===== src/hdl/tun_isqrt.sv =====
// ----------------------------------------------------------------------------
// tun_isqrt: pipelined integer square root
// One result bit per stage, floor(sqrt(x)), an item may enter every cycle.
// ----------------------------------------------------------------------------
`default_nettype none
module tun_isqrt #(
   parameter int IN_BITS = 62,
   parameter int SIDE_BITS = 8
) (
   input  wire                       clock,
   input  wire                       reset,
   input  wire                       in_valid,
   input  wire [IN_BITS-1:0]         in_value,
   input  wire [SIDE_BITS-1:0]       in_side,
   output logic                      out_valid,
   output logic [IN_BITS/2-1:0]      out_root,
   output logic [SIDE_BITS-1:0]      out_side
);
   localparam int STEPS = IN_BITS / 2;
   localparam int RB = IN_BITS / 2;

   logic [STEPS-1:0]             v_ff;
   logic [IN_BITS-1:0]           x_ff [STEPS-1];
   logic [RB-1:0]                rem_ff [STEPS-1];
   logic [RB-1:0]                r_ff [STEPS];
   logic [SIDE_BITS-1:0]         s_ff [STEPS];

   logic [IN_BITS-1:0]           x_cur [STEPS];
   logic [RB-1:0]                r_cur [STEPS];
   logic [RB-1:0]                rem_cur [STEPS];
   logic [RB+1:0]                cur [STEPS];
   logic [RB+1:0]                trial [STEPS];

   // restoring digit recurrence, two input bits consumed per stage
   always_comb begin
      x_cur[0] = in_value;
      r_cur[0] = '0;
      rem_cur[0] = '0;
      for (int i = 1; i < STEPS; i++) begin
         x_cur[i] = x_ff[i-1];
         r_cur[i] = r_ff[i-1];
         rem_cur[i] = rem_ff[i-1];
      end
      for (int i = 0; i < STEPS; i++) begin
         cur[i] = {rem_cur[i], x_cur[i][IN_BITS-1 -: 2]};
         trial[i] = cur[i] - {r_cur[i], 2'b01};
      end
   end

   always_ff @(posedge clock) begin
      if (reset) begin
         v_ff <= '0;
      end else begin
         v_ff <= {v_ff[STEPS-2:0], in_valid};
      end
      s_ff[0] <= in_side;
      for (int i = 1; i < STEPS; i++) s_ff[i] <= s_ff[i-1];
      for (int i = 0; i < STEPS; i++) begin
         r_ff[i] <= {r_cur[i][RB-2:0], !trial[i][RB+1]};
      end
      // the last stage only produces the root
      for (int i = 0; i < STEPS-1; i++) begin
         x_ff[i] <= {x_cur[i][IN_BITS-3:0], 2'b00};
         rem_ff[i] <= trial[i][RB+1] ? cur[i][RB-1:0] : trial[i][RB-1:0];
      end
   end

   assign out_valid = v_ff[STEPS-1];
   assign out_root = r_ff[STEPS-1];
   assign out_side = s_ff[STEPS-1];
endmodule
`default_nettype wire


===== config.mk =====
export PLATFORM = sky130hd
export DESIGN_NAME = tun_isqrt
export DESIGN_NICKNAME = d
export VERILOG_FILES = /design/src/hdl/tun_isqrt.sv
export SDC_FILE = /design/constraint.sdc
export NUM_CORES = 2
export LEC_CHECK = 0
export BUFFER_PORTS_ARGS = -buffer_cell sky130_fd_sc_hd__buf_2
export CORE_ASPECT_RATIO = 1.25
export CORE_UTILIZATION = 33
export DETAILED_ROUTE_END_ITERATION = 8
export GPL_TIMING_DRIVEN = 1
export PLACE_DENSITY = 0.54
export REMOVE_ABC_BUFFERS = 1
export SYNTH_ARGS = -nofsm -noshare
export SYNTH_HDL_FRONTEND = slang
export SYNTH_SLANG_ARGS = --single-unit
export TNS_END_PERCENT = 30

===== constraint.sdc =====
create_clock -name clock -period 4.6 [get_ports clock]
set_clock_uncertainty 0.15 [all_clocks]
set_input_delay 0.69 -clock clock [delete_from_list [all_inputs] [get_ports clock]]
set_output_delay 0.69 -clock clock [all_outputs]
set_load 0.1 [all_outputs]

==> out/results.tsv <==
stage	metric	value	unit
clock_network	maximum level of the CTS H-tree	5	
critical_path	launch instance of the worst register-to-register path	rem_ff[0][294]$_DFF_P_	
floorplanning	count of pins on the block boundary	113	
pwr	VDD IR-drop max	0.364	mV
detailed_routing	aggregate routed wire length	182000	um
floorplanning	area inside the core boundary	0.267	mm2
synth	per-instance average area after synthesis	10.6	um2
critical_path	Data required, critical path	5.15	ns
layout	layout filler cell count	25907	
layout	fraction of final layout cells sized beyond drive strength 1	0.0933	
detailed_routing	count of vias placed by the detailed router	56953	
critical_path	cell type of the slowest stage on the worst timing path	sky130_fd_sc_hd__or4_1	
sta	Slew headroom	0.278	
global_route	GR Util All Layers	0.132	
run_status	status	complete, no violations	
layout	utilization after layout	0.389	
detailed_routing	number of iterations in the first detailed-routing pass	6	
layout	most used cells in the layout excluding fill and tap cells	sky130_fd_sc_hd__dfxtp_1, sky130_fd_sc_hd__inv_1, sky130_fd_sc_hd__nand2_1, sky130_fd_sc_hd__o21ai_0, sky130_fd_sc_hd__ha_1	
critical_path	cell family contributing the most delay on the critical path	simple AND/OR/NAND/NOR gates	
synth	Yosys Warn Count	0	
layout	area occupied by registers	0.0517	mm2
placement	count of buffers inserted at the top-level ports	112	
min_path	Hold Crit Start	x_ff[0][776]$_DFF_P_	
placement	Post-DP Area	0.0941	mm2
global_route	vias in the first global route	58134	
layout	commonest non-fill, non-tap cell in the layout	sky130_fd_sc_hd__dfxtp_1	
pwr	Pwr per Cell Area	798	mW/mm2
critical_path	Worst setup EP type	flop	
sta	setup ws final	0.516	ns
critical_path	launching element type of the critical path	flop	
layout	Multi-input gate area	0.0343	mm2
detailed_routing	antenna-violating nets left	0	
critical_path	Crit. Startpoint	rem_ff[0][294]$_DFF_P_	
critical_path	ordered list of cells on the worst path	or3_1 -> or4_1 -> or4_1 -> nor4_1 -> nand2_1 -> nor3_1 -> xor2_2 -> buf_4 -> nor4_1 -> xor2_1	
sta	Worst Tran Pin Value	1.06	ns
clock_network	clock tree from TritonCTS	yes	
placement	gp weighted congestion	0.980	
global_route	first-pass GRT wire length	292000	um
global_route	gr ovfl total	0	
sta	Max Fclk	0.245	GHz
critical_path	signal arrival time at the worst endpoint	4.63	ns
floorplanning	row count	212	
critical_path	kind of critical path	flop to flop	
synth	post-synthesis register bit count	2582	
layout	net total in the final layout	9329	
min_path	Hold Crit Class	flop to flop	
sta	final count of pins violating max slew	0	
placement	dpl cells	11943	
detailed_routing	vias per std cell	4.55	
clock_network	setup fix buffers added after clock tree synthesis	0	
clock_network	TritonCTS Buffers	275	
clock_network	number of sinks driven by the clock tree	2582	
placement	placed wire-length estimate	136000	um
clock_network	post-CTS clock slew at the launch and capture registers of the worst setup and hold paths	0.06	ns
critical_path	slack of the worst reg-to-reg path	0.52	ns
layout	count of non-filler cells in the finished layout	12517	
detailed_routing	per-cell routed wire length	14.6	um
sta	period utilization	0.888	
synth	dominant synthesized flop cell	sky130_fd_sc_hd__dfxtp_1	
global_route	largest net degree at the start of global routing	59	
layout	area growth from synthesis to final layout	17.0	%
sta	shortest period the worst path allows	4.08	ns
floorplanning	Die Footprint	0.272	mm2
flow_run	number of maximum-capacitance constraint violations	0	
placement	dpl ws	0.588	ns
clock_network	CTS root buffer	sky130_fd_sc_hd__clkbuf_16	
clock_network	CTS Buffer Depth	4	
pwr	leakage component of the power	45.9	nW
sta	Hold Violations, Final	0	
synth	number of enable-type register cells in the synthesized netlist	0	
critical_path	crit-path max cell delay	0.56	ns
sta	unrepaired setup endpoints after global routing	false	
floorplanning	floorplan die width	466	um
synth	Mapped Cells	8374	
synth	sequential fraction of the synthesis area	0.581	
floorplanning	die height	582	um
detailed_routing	DRC marker count from the first detailed-route iteration	2519	
critical_path	Max Fanout on Critical Path	27	
synth	fraction of registers with async set or reset after synthesis	0	
global_route	initial antenna violation count	5	
clock_network	clock latency reported for the late side of the worst-skew pair	0.83	ns
layout	final instance area	0.104	mm2
sta	worst-case hold slack	0.113	ns
critical_path	Crit path buffers/inverters	1	
sta	Setup Viol. Count Final	0	
synth	post-synthesis instance area	0.0889	mm2
floorplanning	Initial Util	0.333	
detailed_routing	drt drc	0	
clock_network	quantity of gates resized following cts	0	
synth	number of distinct library cells after synthesis	88	
-- logic make-up (layout without fill, tap and decap cells) --
group / count (synthesis) / count (layout) / synth area share
mux: 128 / 128 / 0.0160
buf+inv: 817 / 1410 / 0.0349
compound gates: 1624 / 1624 / 0.114
xor+xnor: 762 / 762 / 0.0753
other cells: 1 / 20 / 0.0000422
simple gates: 1965 / 1965 / 0.109
flops: 2582 / 2582 / 0.581
fa+ha+maj: 495 / 495 / 0.0697
-- cell usage after synthesis (13+ instances only) --
library cell,instances,area [um2]
sky130_fd_sc_hd__nand3b_1,19,143
sky130_fd_sc_hd__xor2_1,381,3340
sky130_fd_sc_hd__a211oi_1,39,293
sky130_fd_sc_hd__nor2b_1,100,626
sky130_fd_sc_hd__o21ai_0,533,2670
sky130_fd_sc_hd__or2_2,38,238
sky130_fd_sc_hd__or4_1,41,308
sky130_fd_sc_hd__o21a_1,91,683
sky130_fd_sc_hd__o211ai_1,24,180
sky130_fd_sc_hd__nand3_1,114,571
sky130_fd_sc_hd__nor3_1,180,901
sky130_fd_sc_hd__o41ai_1,13,114
sky130_fd_sc_hd__and3_1,38,238
sky130_fd_sc_hd__a31o_2,15,131
sky130_fd_sc_hd__inv_1,657,2470
sky130_fd_sc_hd__a21boi_0,30,225
sky130_fd_sc_hd__mux2_2,115,1290
sky130_fd_sc_hd__nor2_1,377,1420
sky130_fd_sc_hd__nand2b_1,90,563
sky130_fd_sc_hd__ha_1,495,6190
sky130_fd_sc_hd__clkbuf_1,132,495
sky130_fd_sc_hd__xnor2_1,380,3330
sky130_fd_sc_hd__o2111ai_1,14,123
sky130_fd_sc_hd__dfxtp_1,2582,51700
sky130_fd_sc_hd__nand2_1,630,2360
sky130_fd_sc_hd__a211o_1,17,149
sky130_fd_sc_hd__a21o_1,219,1640
sky130_fd_sc_hd__o21bai_1,45,338
sky130_fd_sc_hd__or3_1,87,544
sky130_fd_sc_hd__nand4_1,47,294
sky130_fd_sc_hd__nor4_1,110,688
sky130_fd_sc_hd__a21oi_1,370,1850
sky130_fd_sc_hd__mux2i_1,13,130
sky130_fd_sc_hd__o31ai_1,65,488
sky130_fd_sc_hd__a31oi_1,37,231
sky130_fd_sc_hd__and2_1,29,181
-- flip-flops by register name (all words and copies together), names as in the netlist --
name / flops
s_ff: 248
v_ff: 31
x_ff: 930
rem_ff: 877
r_ff: 496
-- per-layer routing --
layer | global-route usage | vias up | routed length (um)
met5 | 0 | - | 0
met4 | 0.0790 | 0 | 10800
met3 | 0.0231 | 482 | 6280
met2 | 0.253 | 926 | 95800
met1 | 0.130 | 26297 | 69500
li1 | - | 29248 | -
-- stage by stage --
stage / TNS, ns / total power, W
3_5_place_dp: 0 / 0.0614
3_3_place_gp: 0 / 0.0609
4_1_cts: 0 / 0.0841
2_1_floorplan: -21.04 / 0.0528
6_report: 0 / 0.0830
5_1_grt: 0 / 0.0889
-- layout make-up --
type / count / area share
timing repair buffer: 265 / 0.0189
clock inverter: 99 / 0.0111
sequential: 2582 / 0.497
clock buffer: 384 / 0.0766
inverter: 662 / 0.0239
multi-input combinational: 4975 / 0.330
antenna: 19 / 0.000457
tap: 3531 / 0.0425
-- repair_timing --
item | in CTS | in global routing
setup endpoints to repair | 0 | 0
hold buffers | 72 | 0
endpoints found under the hold margin | 72 | 0
-- power breakdown --
group / total, W / switching [W] / internal, W
logic: 0.0301 / 0.0172 / 0.0130
clock network: 0.0220 / 0.00880 / 0.0132
registers: 0.0309 / 0.00333 / 0.0275
-- final timing paths --
kind	end	cells after the start
worst min register to register	x_ff[0][838]$_DFF_P_	0
worst max register to register	rem_ff[0][323]$_DFF_P_	10
worst min-delay path	x_ff[0][838]$_DFF_P_	0
worst max-delay path	rem_ff[0][323]$_DFF_P_	10
Power figures use the tool's default switching activity.
