--- config.mk ---
export PLATFORM = sky130hd
export DESIGN_NAME = tun_divide
export DESIGN_NICKNAME = d
export VERILOG_FILES = /design/src/hdl/tun_divide.sv
export SDC_FILE = /design/constraint.sdc
export NUM_CORES = 2
export LEC_CHECK = 0
export ABC_CLOCK_PERIOD_IN_PS = 4450
export BUFFER_PORTS_ARGS = -buffer_cell sky130_fd_sc_hd__buf_2
export CORE_MARGIN = 2
export CORE_UTILIZATION = 56
export CTS_CLUSTER_DIAMETER = 100
export DETAILED_ROUTE_END_ITERATION = 10
export PLACE_DENSITY_LB_ADDON = 0.05
export REMOVE_ABC_BUFFERS = 1
export SETUP_SLACK_MARGIN = 0.5
export SYNTH_ARGS = -nofsm -noshare
export SYNTH_HDL_FRONTEND = slang
export SYNTH_SLANG_ARGS = --single-unit
--- constraint.sdc ---
create_clock -name clock -period 4.45 [get_ports clock]
set_input_delay 0.445 -clock clock [delete_from_list [all_inputs] [get_ports clock]]
set_output_delay 0.445 -clock clock [all_outputs]
set_load 0.02 [all_outputs]
--- src/hdl/tun_divide.sv ---
// ----------------------------------------------------------------------------
// tun_divide: pipelined unsigned divider
// Restoring division, one quotient bit per stage.
// ----------------------------------------------------------------------------
`default_nettype none
module tun_divide #(
   parameter int NUM_BITS = 46,
   parameter int DEN_BITS = 31,
   parameter int Q_BITS = 17,
   parameter int SIDE_BITS = 8
) (
   input  wire                   clock,
   input  wire                   reset,
   input  wire                   in_valid,
   input  wire [NUM_BITS-1:0]    in_num,
   input  wire [DEN_BITS-1:0]    in_den,
   input  wire [SIDE_BITS-1:0]   in_side,
   output logic                  out_valid,
   output logic [Q_BITS-1:0]     out_quot,
   output logic [SIDE_BITS-1:0]  out_side
);
   // quotient is known to fit in Q_BITS, so only the low Q_BITS steps run
   localparam int PRE = NUM_BITS - Q_BITS;

   logic [Q_BITS-1:0]       v_ff;
   logic [Q_BITS-1:0]       n_ff [Q_BITS-1];
   logic [DEN_BITS-1:0]     d_ff [Q_BITS-1];
   logic [DEN_BITS-1:0]     rem_ff [Q_BITS-1];
   logic [Q_BITS-1:0]       q_ff [Q_BITS];
   logic [SIDE_BITS-1:0]    s_ff [Q_BITS];

   logic [Q_BITS-1:0]       n_cur [Q_BITS];
   logic [DEN_BITS-1:0]     d_cur [Q_BITS];
   logic [DEN_BITS-1:0]     rem_cur [Q_BITS];
   logic [Q_BITS-1:0]       q_cur [Q_BITS];
   logic [DEN_BITS:0]       cur [Q_BITS];
   logic [DEN_BITS+1:0]     trial [Q_BITS];

   always_comb begin
      // the top bits of the numerator are below the divisor
      n_cur[0] = in_num[Q_BITS-1:0];
      d_cur[0] = in_den;
      rem_cur[0] = DEN_BITS'(in_num[NUM_BITS-1 -: PRE]);
      q_cur[0] = '0;
      for (int i = 1; i < Q_BITS; i++) begin
         n_cur[i] = n_ff[i-1];
         d_cur[i] = d_ff[i-1];
         rem_cur[i] = rem_ff[i-1];
         q_cur[i] = q_ff[i-1];
      end
      for (int i = 0; i < Q_BITS; i++) begin
         cur[i] = {rem_cur[i], n_cur[i][Q_BITS-1]};
         trial[i] = {1'b0, cur[i]} - {2'b00, d_cur[i]};
      end
   end

   always_ff @(posedge clock) begin
      if (reset) begin
         v_ff <= '0;
      end else begin
         v_ff <= {v_ff[Q_BITS-2:0], in_valid};
      end
      s_ff[0] <= in_side;
      for (int i = 1; i < Q_BITS; i++) s_ff[i] <= s_ff[i-1];
      for (int i = 0; i < Q_BITS; i++) begin
         q_ff[i] <= {q_cur[i][Q_BITS-2:0], !trial[i][DEN_BITS+1]};
      end
      for (int i = 0; i < Q_BITS-1; i++) begin
         n_ff[i] <= {n_cur[i][Q_BITS-2:0], 1'b0};
         d_ff[i] <= d_cur[i];
         rem_ff[i] <= trial[i][DEN_BITS+1] ? cur[i][DEN_BITS-1:0] : trial[i][DEN_BITS-1:0];
      end
   end

   assign out_valid = v_ff[Q_BITS-1];
   assign out_quot = q_ff[Q_BITS-1];
   assign out_side = s_ff[Q_BITS-1];
endmodule
`default_nettype wire
==> flow_summary.json <==
{
  "boundaryPins": 114,
  "global_route.overflow_total": 0,
  "ant_nets": 0,
  "std_cell_rows": 120,
  "synth_seq_cells": 1434,
  "core_area_um2": 107000,
  "postSynth.topFlopCell": "sky130_fd_sc_hd__dfxtp_1",
  "worst_skew_pair.late_latency_ns": 0.76,
  "cts.sink_count": 1434,
  "skew_ns": 0.0245,
  "worst_hold_slack_ns": 0.0594,
  "dieHeight_um": 333,
  "wl_um": 121000,
  "area_delta_synth_final_pct": 13.8,
  "synthesis.area_per_instance_um2": 9.77,
  "synth.lib_cells_used.distinct": 99,
  "vias_per_cell": 5.32,
  "timing.final.crit_period_ns": 3.80,
  "irDropWorstVdd_v": 0.000430,
  "netlist_instances": 6201,
  "drt-wirelength-per-cell_um": 15.2,
  "gp_congestion": 0.928,
  "critical_path.endpoint_type": "flip-flop",
  "maxClockFrequency_ghz": 0.263,
  "synth_seq_area_share_pct": 47.4,
  "timing.final.ws_setup_ns": 0.649,
  "die_outline_area_um2": 111000,
  "drt_first_iter_violations": 1714,
  "mostFrequentLayoutCell": "sky130_fd_sc_hd__dfxtp_1",
  "grt_first_pass_wirelength_um": 201000,
  "placement.cell_area_um2": 62900,
  "finalHoldViolCount": 0,
  "detailroute.via_count": 42500,
  "drc": 0,
  "cts.reportedPaths.clkPinSlew_ns": 0.06,
  "worstSetupStartpointType": "flip-flop",
  "filler_cell_count": 8748,
  "final_net_count": 7097,
  "cts-buffers-inserted": 148,
  "timing.setup.critical_path_class": "flip-flop to flip-flop",
  "detailed_place_hpwl_um": 93100,
  "fin_area_um2": 69000,
  "vias_in_the_first_global_route": 43400,
  "number_of_levels_the_h_tree_was_split_into": 4,
  "io_buffer_count": 113,
  "setup_viol": 0,
  "power_density_nw_per_um2": 807,
  "maximum_number_of_pins_on_one_net_before_global_route_repair": 52,
  "worstPathMaxFanout": 49,
  "start_util_pct": 56.5,
  "finalMaxSlewViolations": 0,
  "ctsLongestPathBuffers": 3,
  "p_leak_nw": 32.2,
  "timing.slew.headroom_pct": 43.4,
  "ys_warns": 0,
  "clock_tree_from_tritoncts": "built",
  "maxCapViolations": 0,
  "antenna_violations_before_repair": 2,
  "first_pass_iters": 5,
  "synth-edff-count": 0,
  "fin_crit_sh_pct": 85.4,
  "layout.cells.most_common_list": "1434 x sky130_fd_sc_hd__dfxtp_1, 646 x sky130_fd_sc_hd__inv_1, 553 x sky130_fd_sc_hd__a21oi_1, 525 x sky130_fd_sc_hd__ha_1, 428 x sky130_fd_sc_hd__nor2_1",
  "diodes_inserted": 0,
  "syn_area_um2": 60600,
  "outcome": "finished clean",
  "timing.hold.worst.class": "input port to flip-flop",
  "worstPathArrival_ns": 4.42,
  "setup-tns-final_ns": 0,
  "drive_gt1_share_pct": 10.9,
  "async_reset_ff_share_pct": 0,
  "grt_setup_unrepaired": "false",
  "root_driver": "sky130_fd_sc_hd__clkbuf_16",
  "placement.setup.worst_slack_ns": 0.417,
  "crit_required_ns": 5.07,
  "globalRouteTotalUtil_pct": 21.8,
  "tightestPinTransition_ns": 0.827,
  "die_x_um": 333
}
## cells in the mapped netlist, types with 39 or more instances
library cell | n | area (um^2)
sky130_fd_sc_hd__mux2_2 | 206 | 2320
sky130_fd_sc_hd__nor3_1 | 46 | 230
sky130_fd_sc_hd__ha_1 | 525 | 6570
sky130_fd_sc_hd__o21a_1 | 74 | 556
sky130_fd_sc_hd__buf_2 | 40 | 200
sky130_fd_sc_hd__o21bai_1 | 41 | 308
sky130_fd_sc_hd__nor2_1 | 430 | 1610
sky130_fd_sc_hd__nand2b_1 | 80 | 500
sky130_fd_sc_hd__inv_1 | 646 | 2420
sky130_fd_sc_hd__o31ai_1 | 39 | 293
sky130_fd_sc_hd__a211oi_1 | 54 | 405
sky130_fd_sc_hd__clkbuf_1 | 83 | 312
sky130_fd_sc_hd__xor2_1 | 153 | 1340
sky130_fd_sc_hd__nor2b_1 | 82 | 513
sky130_fd_sc_hd__a21o_1 | 248 | 1860
sky130_fd_sc_hd__xnor2_1 | 233 | 2040
sky130_fd_sc_hd__a31oi_1 | 50 | 313
sky130_fd_sc_hd__nand3_1 | 102 | 510
sky130_fd_sc_hd__a21oi_1 | 554 | 2770
sky130_fd_sc_hd__nand2_1 | 296 | 1110
sky130_fd_sc_hd__and3_1 | 41 | 257
sky130_fd_sc_hd__dfxtp_1 | 1434 | 28700
sky130_fd_sc_hd__o21ai_0 | 290 | 1450
## through the flow
| stage | total power, mW | util, % | std cells |
|---|---|---|---|
| floorplan | 37.1 | - | 6060 |
| global placement | 42.6 | 58.7 | 7634 |
| detailed placement | 42.9 | 58.7 | 7634 |
| CTS | 55.9 | 64.2 | 7987 |
| global route | 59.8 | 64.3 | 7989 |
| finish | 55.6 | 64.3 | 7989 |
## sequential cells by signal (all words and copies together) (netlist names)
register and flops:
rem_ff 496, d_ff 496, q_ff 153, s_ff 136, v_ff 17, n_ff 136
## repair_timing
item	4_1_cts	5_1_grt
setup endpoints to repair	82	170
buffers inserted	0	2
gates resized for setup	6	12
pin swaps	0	2
hold buffers	85	0
endpoints found under the hold margin	85	0
## per-layer routing
layer	up-vias	routed length (um)	track usage [%]	part of all wire (%)
met4	0	7160	13.3	5.9
li1	21900	-	-	-
met5	-	0	0	0
met2	699	65300	43.4	54
met3	351	3270	3.08	2.7
met1	19500	45800	20.8	38
## worst max-delay path, stage by stage (launching register included)
cell and delay, ns:
sky130_fd_sc_hd__dfxtp_1 0.32, sky130_fd_sc_hd__inv_1 0.05, sky130_fd_sc_hd__ha_1 0.20, sky130_fd_sc_hd__fa_1 0.40, sky130_fd_sc_hd__nor2b_1 0.13, sky130_fd_sc_hd__o21ai_0 0.10
sky130_fd_sc_hd__a21boi_0 0.30, sky130_fd_sc_hd__o311ai_0 0.26, sky130_fd_sc_hd__a21oi_1 0.48, sky130_fd_sc_hd__o211ai_1 0.32, sky130_fd_sc_hd__and4_1 0.31, sky130_fd_sc_hd__nor2_4 0.15
sky130_fd_sc_hd__buf_12 0.24, sky130_fd_sc_hd__mux2_2 0.37
## layout make-up
type / count / area (um^2) / area share (%)
Multi-Input combinational cell: 3978 / 29000 / 42.0
Clock inverter: 62 / 787 / 1.14
Inverter: 648 / 2430 / 3.53
Tap cell: 1403 / 1760 / 2.55
Timing Repair Buffer: 258 / 2000 / 2.90
Clock buffer: 206 / 4320 / 6.26
Sequential cell: 1434 / 28700 / 41.6
## path summary, 6_finish.rpt
path	start	end	slack, ns	cells past startpoint
worst min-delay path	reset	v_ff[4]$_SDFF_PP0_	0.06	2
worst max register to register	n_ff[0][127]$_DFF_P_	rem_ff[1][6]$_DFF_P_	0.65	13
worst min register to register	q_ff[0][170]$_DFF_P_	q_ff[0][188]$_DFF_P_	0.31	0
worst max-delay path	n_ff[0][127]$_DFF_P_	rem_ff[1][6]$_DFF_P_	0.65	13
## power breakdown
group	internal (mW)	switching (mW)	total, mW
Clock	7.49	5.04	12.5
Sequential	16.4	1.69	18.0
Combinational	11.7	13.4	25.1
## kinds of logic (layout without fill, tap and decap cells)
kind of cell | after synthesis | after routing | share of synthesized area, %
AOI/OAI and AO/OA | 1604 | 1604 | 17.0
xor gates and xnor gates | 386 | 386 | 5.58
adders and majority gates | 541 | 541 | 11.4
buffers and inverters | 789 | 1174 | 5.10
DFF | 1434 | 1434 | 47.4
muxes | 222 | 222 | 4.09
and+or+nand+nor | 1225 | 1225 | 9.50
No activity file was read; power rests on OpenSTA's default activity.
